--- src/hdl/tces_pkg.sv ---
`default_nettype none
// ----------------------------------------------------------------------------
// tces_pkg: shared types and constants for the tone channel control block
// Request codes, register indexes, field widths and the state and
// configuration records passed between the top level and the step logic.
// ----------------------------------------------------------------------------
package tces_pkg;

   localparam int GAIN_W  = 17;
   localparam int SWEEP_W = 18;
   localparam int WORD_W  = 32;
   localparam int CSR_IDX_W = 3;

   localparam logic [GAIN_W-1:0]  UNITY_GAIN  = 17'h10000;
   localparam logic [SWEEP_W-1:0] UNITY_SWEEP = 18'h10000;

   // request codes carried by req_type
   typedef enum logic [1:0] {
      REQ_TICK = 2'd0,
      REQ_PLAY = 2'd1,
      REQ_STOP = 2'd2
   } req_kind_type;

   // configuration register indexes
   localparam logic [CSR_IDX_W-1:0] CSR_START_GAIN   = 3'd0;
   localparam logic [CSR_IDX_W-1:0] CSR_DECAY_FACTOR = 3'd1;
   localparam logic [CSR_IDX_W-1:0] CSR_SWEEP_FACTOR = 3'd2;
   localparam logic [CSR_IDX_W-1:0] CSR_FREQ_START   = 3'd3;
   localparam logic [CSR_IDX_W-1:0] CSR_FREQ_END     = 3'd4;
   localparam logic [CSR_IDX_W-1:0] CSR_LENGTH_MS    = 3'd5;

   typedef struct packed {
      logic [GAIN_W-1:0]  start_gain;
      logic [GAIN_W-1:0]  decay_factor;
      logic [SWEEP_W-1:0] sweep_factor;
      logic [WORD_W-1:0]  freq_start;
      logic [WORD_W-1:0]  freq_end;
      logic [WORD_W-1:0]  length_ms;
   } chan_cfg_type;

   typedef struct packed {
      logic [GAIN_W-1:0] gain_now;
      logic [WORD_W-1:0] freq_now;
      logic [WORD_W-1:0] start_time;
      logic              sounding;
   } chan_state_type;

endpackage : tces_pkg
`default_nettype wire

--- src/hdl/tone_channel_envelope_sweep_unit.sv ---
`default_nettype none
// An accepted word waits in the stage register until the result register is free or being emptied.
// Throughput: one word per cycle unless responses stall; state updates with the result register.
// The stage and result registers pass ready through, so a stalled response holds the stage.
// Reset: synchronous, active high; clears state, sets start_gain to unity, others to zero.
// Configuration writes take effect at once and are always accepted.
// ----------------------------------------------------------------------------
// tone_channel_envelope_sweep_unit: control block of one sound channel
// Note length, gain decay and frequency sweep, updated on tick words,
// restarted on play words and ended on stop words.
// ----------------------------------------------------------------------------
module tone_channel_envelope_sweep_unit (
   input  wire                               clock,
   input  wire                               reset,
   // request channel
   input  wire                               req_valid,
   output logic                              req_ready,
   input  wire [1:0]                         req_type,
   input  wire [tces_pkg::WORD_W-1:0]        req_now_ms,
   // response channel
   output logic                              rsp_valid,
   input  wire                               rsp_ready,
   output logic [tces_pkg::GAIN_W-1:0]       rsp_gain_out,
   output logic [tces_pkg::WORD_W-1:0]       rsp_freq_out,
   output logic                              rsp_playing,
   output logic                              rsp_stop_event,
   // register write channel
   input  wire                               csr_valid,
   output logic                              csr_ready,
   input  wire [tces_pkg::CSR_IDX_W-1:0]     csr_index,
   input  wire [tces_pkg::WORD_W-1:0]        csr_data
);

   tces_pkg::chan_cfg_type   cfg_ff;
   tces_pkg::chan_state_type state_ff;
   tces_pkg::chan_state_type state_in;

   logic                          s1_valid_ff;
   logic [1:0]                    s1_type_ff;
   logic [tces_pkg::WORD_W-1:0]   s1_now_ff;
   logic                          advance;
   logic                          step_stop;

   logic                          rsp_valid_ff;
   logic [tces_pkg::GAIN_W-1:0]   rsp_gain_ff;
   logic [tces_pkg::WORD_W-1:0]   rsp_freq_ff;
   logic                          rsp_playing_ff;
   logic                          rsp_stop_ff;

   assign csr_ready = 1'b1;

   // write configuration registers; unknown indexes are dropped
   always_ff @(posedge clock) begin
      if (reset) begin
         cfg_ff.start_gain   <= tces_pkg::UNITY_GAIN;
         cfg_ff.decay_factor <= '0;
         cfg_ff.sweep_factor <= '0;
         cfg_ff.freq_start   <= '0;
         cfg_ff.freq_end     <= '0;
         cfg_ff.length_ms    <= '0;
      end else if (csr_valid) begin
         case (csr_index)
            tces_pkg::CSR_START_GAIN:   cfg_ff.start_gain   <= csr_data[tces_pkg::GAIN_W-1:0];
            tces_pkg::CSR_DECAY_FACTOR: cfg_ff.decay_factor <= csr_data[tces_pkg::GAIN_W-1:0];
            tces_pkg::CSR_SWEEP_FACTOR: cfg_ff.sweep_factor <= csr_data[tces_pkg::SWEEP_W-1:0];
            tces_pkg::CSR_FREQ_START:   cfg_ff.freq_start   <= csr_data;
            tces_pkg::CSR_FREQ_END:     cfg_ff.freq_end     <= csr_data;
            tces_pkg::CSR_LENGTH_MS:    cfg_ff.length_ms    <= csr_data;
            default: begin
            end
         endcase
      end
   end

   // advance the stage when the result register is free or being emptied
   assign advance   = s1_valid_ff && (!rsp_valid_ff || rsp_ready);
   assign req_ready = !s1_valid_ff || advance;

   // hold the accepted request word
   always_ff @(posedge clock) begin
      if (reset) begin
         s1_valid_ff <= 1'b0;
      end else if (req_ready) begin
         s1_valid_ff <= req_valid;
      end
   end

   always_ff @(posedge clock) begin
      if (req_ready && req_valid) begin
         s1_type_ff <= req_type;
         s1_now_ff  <= req_now_ms;
      end
   end

   tces_step u_step (
      .cfg        (cfg_ff),
      .cur        (state_ff),
      .kind       (s1_type_ff),
      .now_ms     (s1_now_ff),
      .nxt        (state_in),
      .stop_event (step_stop)
   );

   // update channel state as the word moves on
   always_ff @(posedge clock) begin
      if (reset) begin
         state_ff <= '0;
      end else if (advance) begin
         state_ff <= state_in;
      end
   end

   // result register
   always_ff @(posedge clock) begin
      if (reset) begin
         rsp_valid_ff <= 1'b0;
      end else if (advance) begin
         rsp_valid_ff <= 1'b1;
      end else if (rsp_ready) begin
         rsp_valid_ff <= 1'b0;
      end
   end

   always_ff @(posedge clock) begin
      if (advance) begin
         rsp_gain_ff    <= state_in.gain_now;
         rsp_freq_ff    <= state_in.freq_now;
         rsp_playing_ff <= state_in.sounding;
         rsp_stop_ff    <= step_stop;
      end
   end

   assign rsp_valid      = rsp_valid_ff;
   assign rsp_gain_out   = rsp_gain_ff;
   assign rsp_freq_out   = rsp_freq_ff;
   assign rsp_playing    = rsp_playing_ff;
   assign rsp_stop_event = rsp_stop_ff;

`ifndef NO_ASSERTIONS
   // gain never rises above unity
   a_gain_unity: assert property (@(posedge clock) disable iff (reset)
      rsp_valid_ff |-> (rsp_gain_ff <= tces_pkg::UNITY_GAIN))
      else $error("gain above unity");

   // a stop event always leaves the note silent
   a_stop_silent: assert property (@(posedge clock) disable iff (reset)
      (rsp_valid_ff && rsp_stop_ff) |-> !rsp_playing_ff)
      else $error("stop event while still playing");

   // a play word yields a sounding response
   a_play_sounds: assert property (@(posedge clock) disable iff (reset)
      (advance && (s1_type_ff == tces_pkg::REQ_PLAY)) |=> (rsp_valid_ff && rsp_playing_ff))
      else $error("play did not start the note");

   // an empty stage always takes a word
   a_stage_ready: assert property (@(posedge clock) disable iff (reset)
      !s1_valid_ff |-> req_ready)
      else $error("empty stage refused a word");
`endif

endmodule : tone_channel_envelope_sweep_unit
`default_nettype wire

--- src/hdl/tces_step.sv ---
`default_nettype none
// ----------------------------------------------------------------------------
// tces_step: next-state logic for one request word
// Applies play, stop or tick to the channel state (other codes leave it): note length check,
// gain decay product and saturating frequency sweep with end stop.
// ----------------------------------------------------------------------------
module tces_step (
   input  wire tces_pkg::chan_cfg_type   cfg,
   input  wire tces_pkg::chan_state_type cur,
   input  wire [1:0]                     kind,
   input  wire [tces_pkg::WORD_W-1:0]    now_ms,
   output tces_pkg::chan_state_type      nxt,
   output logic                          stop_event
);

   logic [tces_pkg::WORD_W-1:0]                     elapsed;
   logic                                            length_hit;
   logic                                            decay_on;
   logic [2*tces_pkg::GAIN_W-1:0]                   gain_prod;
   logic [tces_pkg::WORD_W+tces_pkg::SWEEP_W-1:0]   sweep_prod;
   logic [tces_pkg::WORD_W+tces_pkg::SWEEP_W-17:0]  sweep_shift;
   logic [tces_pkg::WORD_W-1:0]                     freq_swept;
   logic                                            end_hit;
   logic [tces_pkg::GAIN_W-1:0]                     play_gain;

   // note length, measured modulo 2^32
   assign elapsed    = now_ms - cur.start_time;
   assign length_hit = (cfg.length_ms != '0) && (elapsed >= cfg.length_ms);

   // gain decay, only for a factor strictly between zero and unity
   assign decay_on  = (cfg.decay_factor != '0) && (cfg.decay_factor < tces_pkg::UNITY_GAIN);
   assign gain_prod = cur.gain_now * cfg.decay_factor;

   // frequency sweep, saturate the shifted product to a full word
   assign sweep_prod  = cur.freq_now * cfg.sweep_factor;
   assign sweep_shift = sweep_prod[tces_pkg::WORD_W+tces_pkg::SWEEP_W-1:16];
   assign freq_swept  = (sweep_shift[tces_pkg::WORD_W+1:tces_pkg::WORD_W] != 2'b00)
                        ? {tces_pkg::WORD_W{1'b1}}
                        : sweep_shift[tces_pkg::WORD_W-1:0];

   // end stop in the direction of the sweep
   assign end_hit = (cfg.freq_end != '0) &&
                    (((cfg.sweep_factor > tces_pkg::UNITY_SWEEP) &&
                      (freq_swept >= cfg.freq_end)) ||
                     ((cfg.sweep_factor < tces_pkg::UNITY_SWEEP) &&
                      (freq_swept <= cfg.freq_end)));

   // clamp the start gain to unity on load
   assign play_gain = (cfg.start_gain > tces_pkg::UNITY_GAIN) ? tces_pkg::UNITY_GAIN
                                                              : cfg.start_gain;

   always_comb begin
      nxt = cur;
      case (tces_pkg::req_kind_type'(kind))
         tces_pkg::REQ_PLAY: begin
            nxt.gain_now   = play_gain;
            nxt.freq_now   = cfg.freq_start;
            nxt.start_time = now_ms;
            nxt.sounding   = 1'b1;
         end
         tces_pkg::REQ_STOP: begin
            nxt.sounding = 1'b0;
         end
         tces_pkg::REQ_TICK: begin
            if (length_hit) begin
               nxt.sounding = 1'b0;
            end
            if (decay_on) begin
               nxt.gain_now = gain_prod[tces_pkg::GAIN_W+15:16];
            end
            if (cfg.sweep_factor != '0) begin
               nxt.freq_now = freq_swept;
               if (end_hit) begin
                  nxt.sounding = 1'b0;
               end
            end
         end
         default: begin
            nxt = cur;
         end
      endcase
   end

   assign stop_event = cur.sounding && !nxt.sounding;

endmodule : tces_step
`default_nettype wire

--- config.mk ---
export PLATFORM = sky130hd
export DESIGN_NAME = tone_channel_envelope_sweep_unit
export DESIGN_NICKNAME = d
export VERILOG_FILES = /design/src/hdl/tces_pkg.sv /design/src/hdl/tone_channel_envelope_sweep_unit.sv /design/src/hdl/tces_step.sv
export SDC_FILE = /design/constraint.sdc
export NUM_CORES = 2
export LEC_CHECK = 0
export BUFFER_PORTS_ARGS = -buffer_cell sky130_fd_sc_hd__buf_2
export CORE_AREA = 4 4 261 263
export CTS_BUF_LIST = sky130_fd_sc_hd__clkbuf_8
export CTS_CLUSTER_DIAMETER = 50
export DETAILED_ROUTE_END_ITERATION = 10
export DIE_AREA = 0 0 265 267
export HOLD_SLACK_MARGIN = 0.15
export PLACE_DENSITY = 0.82
export SYNTH_ARGS = -nofsm -noshare
export SYNTH_HDL_FRONTEND = slang
export SYNTH_SLANG_ARGS = --single-unit
--- constraint.sdc ---
create_clock -name clock -period 13.49 [get_ports clock]
set_input_delay 2.0235 -clock clock [delete_from_list [all_inputs] [get_ports clock]]
set_output_delay 2.0235 -clock clock [all_outputs]
set_load 0.005 [all_outputs]
==> results.txt <==
Placer Congestion: 0.9689
Post-Syn Area: 42,320 µm²
Worst Path Max Fanout: 24
Avg Inst Size Synth: 8.528 µm²
Post-synthesis sequential area ratio: 0.1701
Total CTS buffers: 51
Critical path's slowest cell: dfxtp_1
Crit path top cell by count: fa_1
Hold Crit Class: flip-flop to flip-flop
Worst path top cell family by delay: adder cells
Vias/cell: 5.899
Die X: 265 µm
Static leakage: 0.02088 µW
GRT Util Overall: 0.3238
Worst Setup End Kind: flip-flop
Worst R2R Start: state_ff[47]
Non-Filler Instances: 5,805
Worst reg2reg endpoint: rsp_playing
DR iter-0 viols: 3,352
Max-cap viol count: 0
Post-synth ARST share: 0
Final routed DRC violation total: 0
Post-Synthesis Cells: 4,962
Min Clock Period, post-route: 10,170 ps
Post-Synth Simple-Gate Area: 0.1729
Hold_sp: state_ff[21]
Crit Path Class: flip-flop to flip-flop
Post-route ant nets: 0
Row cnt: 94
Setup crit start kind: flip-flop
Final Hold Fails: 0
Post-synth EDFFs: 85
Post-DP HPWL: 84,840 µm
Worst Path Buf+Inv: 3
Core area: 65,630 µm²
Longest Clk Path Bufs: 3
Place WS: 3565 ps
Adder-Cell Fraction of Synth Area: 0.4252
Final period util: 0.7542
Number of global-route vias before repair: 35,480
Cts repair resizes: 0
First-pass GRT wire length: 183,500 µm
Crit path DAT: 10,520 ps
Hold Path Depth: 2
Worst vdd ir: 0.08306 mV
Mux share of post-synthesis cell area: 0.001212
Area grow syn2layout: 4.976%
Max transition margin: 0.1416
CTS Root Cell: clkbuf_8
CTS tree: yes
XOR/XNOR Fraction of Synth Area: 0.01635
Largest net degree at the start of global routing: 104
# IOs: 128
Share of cells above drive strength 1: 0.06264
Placed cells: 5,704
Final Max Tran Viols: 0
R2R Setup Slk: 3320 ps
Post-Synthesis Net Count: 6,054
Yosys reg bits: 317
Slowest stage delay, CP: 1040 ps
DIE HEIGHT: 267 µm
Post-CTS Setup Inserts: 0
Largest family of logic cells by synthesized area: adder cells
Drt pass-1 iters: 8
Yosys warns: 0
Fin nets: 5,985
Via count: 34,240
Die footprint: 70,760 µm²
Count of cell types in the netlist: 77
Worst Tran Pin Value: 1284 ps
Setup Skew: 45.07 ps
CP Data Required Time: 13,840 ps
Reg2Reg Depth: 30
Clk_lat worst skew: 630 ps
Final WS setup: 3315 ps
Final setup violation count: 0
F_max: 0.09828 GHz
Antenna violations before repair: 11
Num Clock Sinks: 317
RSZ-0062 raised after global routing: no
PD cells: 54.01 nW/µm²
WHS Endpoint: state_ff[21]
Number of H-tree branching levels: 2
Total grt overflow: 0
Status: finished clean
CTS clk-pin slew, worst paths: 60 ps
Port-buffer cells: 126
Top FF cell, synth: dfxtp_1
DR WL/cell: 19.59 µm
Initial Util: 0.6448
Hold_buf cts: 0
Routed WL: 113,700 µm
Setup tns final: 0 ps
Synth Area in Compound Gates: 0.1025
==> tightest hold or removal path, cell delays in order (launching register included) <==
cell	delay [ps]
dfxtp_1	310
nand2_1	50
a21oi_1	50
==> through the flow <==
stage | hold slack [ps] | total power (µW) | instance area [µm²] | util
floorplan | 436.3 | 1346 | 42320 | -
global placement | 441.6 | 1489 | 43300 | 0.6598
detailed placement | 446.9 | 1500 | 43300 | 0.6598
CTS | 455.5 | 2392 | 44400 | 0.6766
global route | 474.1 | 2493 | 44410 | 0.6767
finish | 454.3 | 2399 | 44420 | 0.6769
==> power breakdown <==
| part | total (µW) | switching, µW | internal, µW |
|---|---|---|---|
| sequential | 1080 | 67.0 | 1020 |
| combinational | 413 | 264 | 149 |
| clock | 904 | 411 | 492 |
| total | 2400 | 743 | 1660 |
==> worst max-delay path by stage <==
| stage | from | to | slack, ps | cells after the start |
|---|---|---|---|---|
| floorplan | state_ff[62] | rsp_playing | 5090 | 36 |
| global placement | state_ff[45] | rsp_playing | 3830 | 31 |
| detailed placement | cfg_ff[103] | rsp_playing | 3560 | 32 |
| CTS | cfg_ff[103] | rsp_playing | 3550 | 32 |
| global route | state_ff[47] | rsp_playing | 2740 | 30 |
| finish | state_ff[47] | rsp_playing | 3320 | 30 |
==> registers in the layout (all words and copies together), names as in the netlist <==
name	cells
cfg_ff	148
rsp_gain_out	17
rsp_playing	1
state_ff	82
s1_type_ff	2
rsp_freq_out	32
s1_valid_ff	1
rsp_stop_event	1
rsp_valid	1
s1_now_ff	32
==> layout by cell type, fill, tap and decap left out, types with 25 or more instances in the layout <==
master,instances
a21o_1,51
nand4_1,33
ha_1,318
a21oi_1,307
o22ai_1,31
nor2_1,145
buf_4,51
o21ai_0,66
buf_2,125
nor4_1,31
nand3_1,25
clkbuf_8,59
edfxtp_1,85
nand2_1,1026
fa_1,700
xnor2_1,57
inv_1,971
dfxtp_1,224
and2_1,282
==> layer usage <==
metal,track usage,up-vias,wire (µm)
li1,-,15170,-
met1,0.4228,16880,42880
met2,0.5300,1784,53380
met3,0.06674,401,11860
met5,0,-,20
met4,0.1392,4,5593
==> cell type report <==
type / count / area (µm²)
repair buffers: 177 / 1022
multi-input cells: 3393 / 30410
clock inverters: 35 / 301.5
inverters: 953 / 3578
well taps: 864 / 1081
diodes: 8 / 20.02
flip-flops and latches: 317 / 7207
clock buffers: 58 / 798.3
fillers: 5193 / 21210
==> synth_stat cells (33+ instances only) <==
cell,n,area [µm²]
nand2_1,1027,3855
o21ai_0,66,330.3
edfxtp_1,85,2552
ha_1,318,3979
a21oi_1,308,1541
a21o_1,51,382.9
and2_1,282,1764
nand4_1,33,206.5
fa_1,700,14010
inv_1,953,3577
dfxtp_1,232,4644
xnor2_1,57,499.2
nor2_1,147,551.8
clkbuf_1,278,1044
==> logic make-up after synthesis <==
| logic type | Yosys count |
|---|---|
| and+or+nand+nor | 1641 |
| other | 1 |
| muxes | 5 |
| xor gates and xnor gates | 79 |
| DFF | 317 |
| AOI/OAI and AO/OA | 649 |
| buffers and inverters | 1252 |
| adders and majority gates | 1018 |
Power figures use the tool's default switching activity.
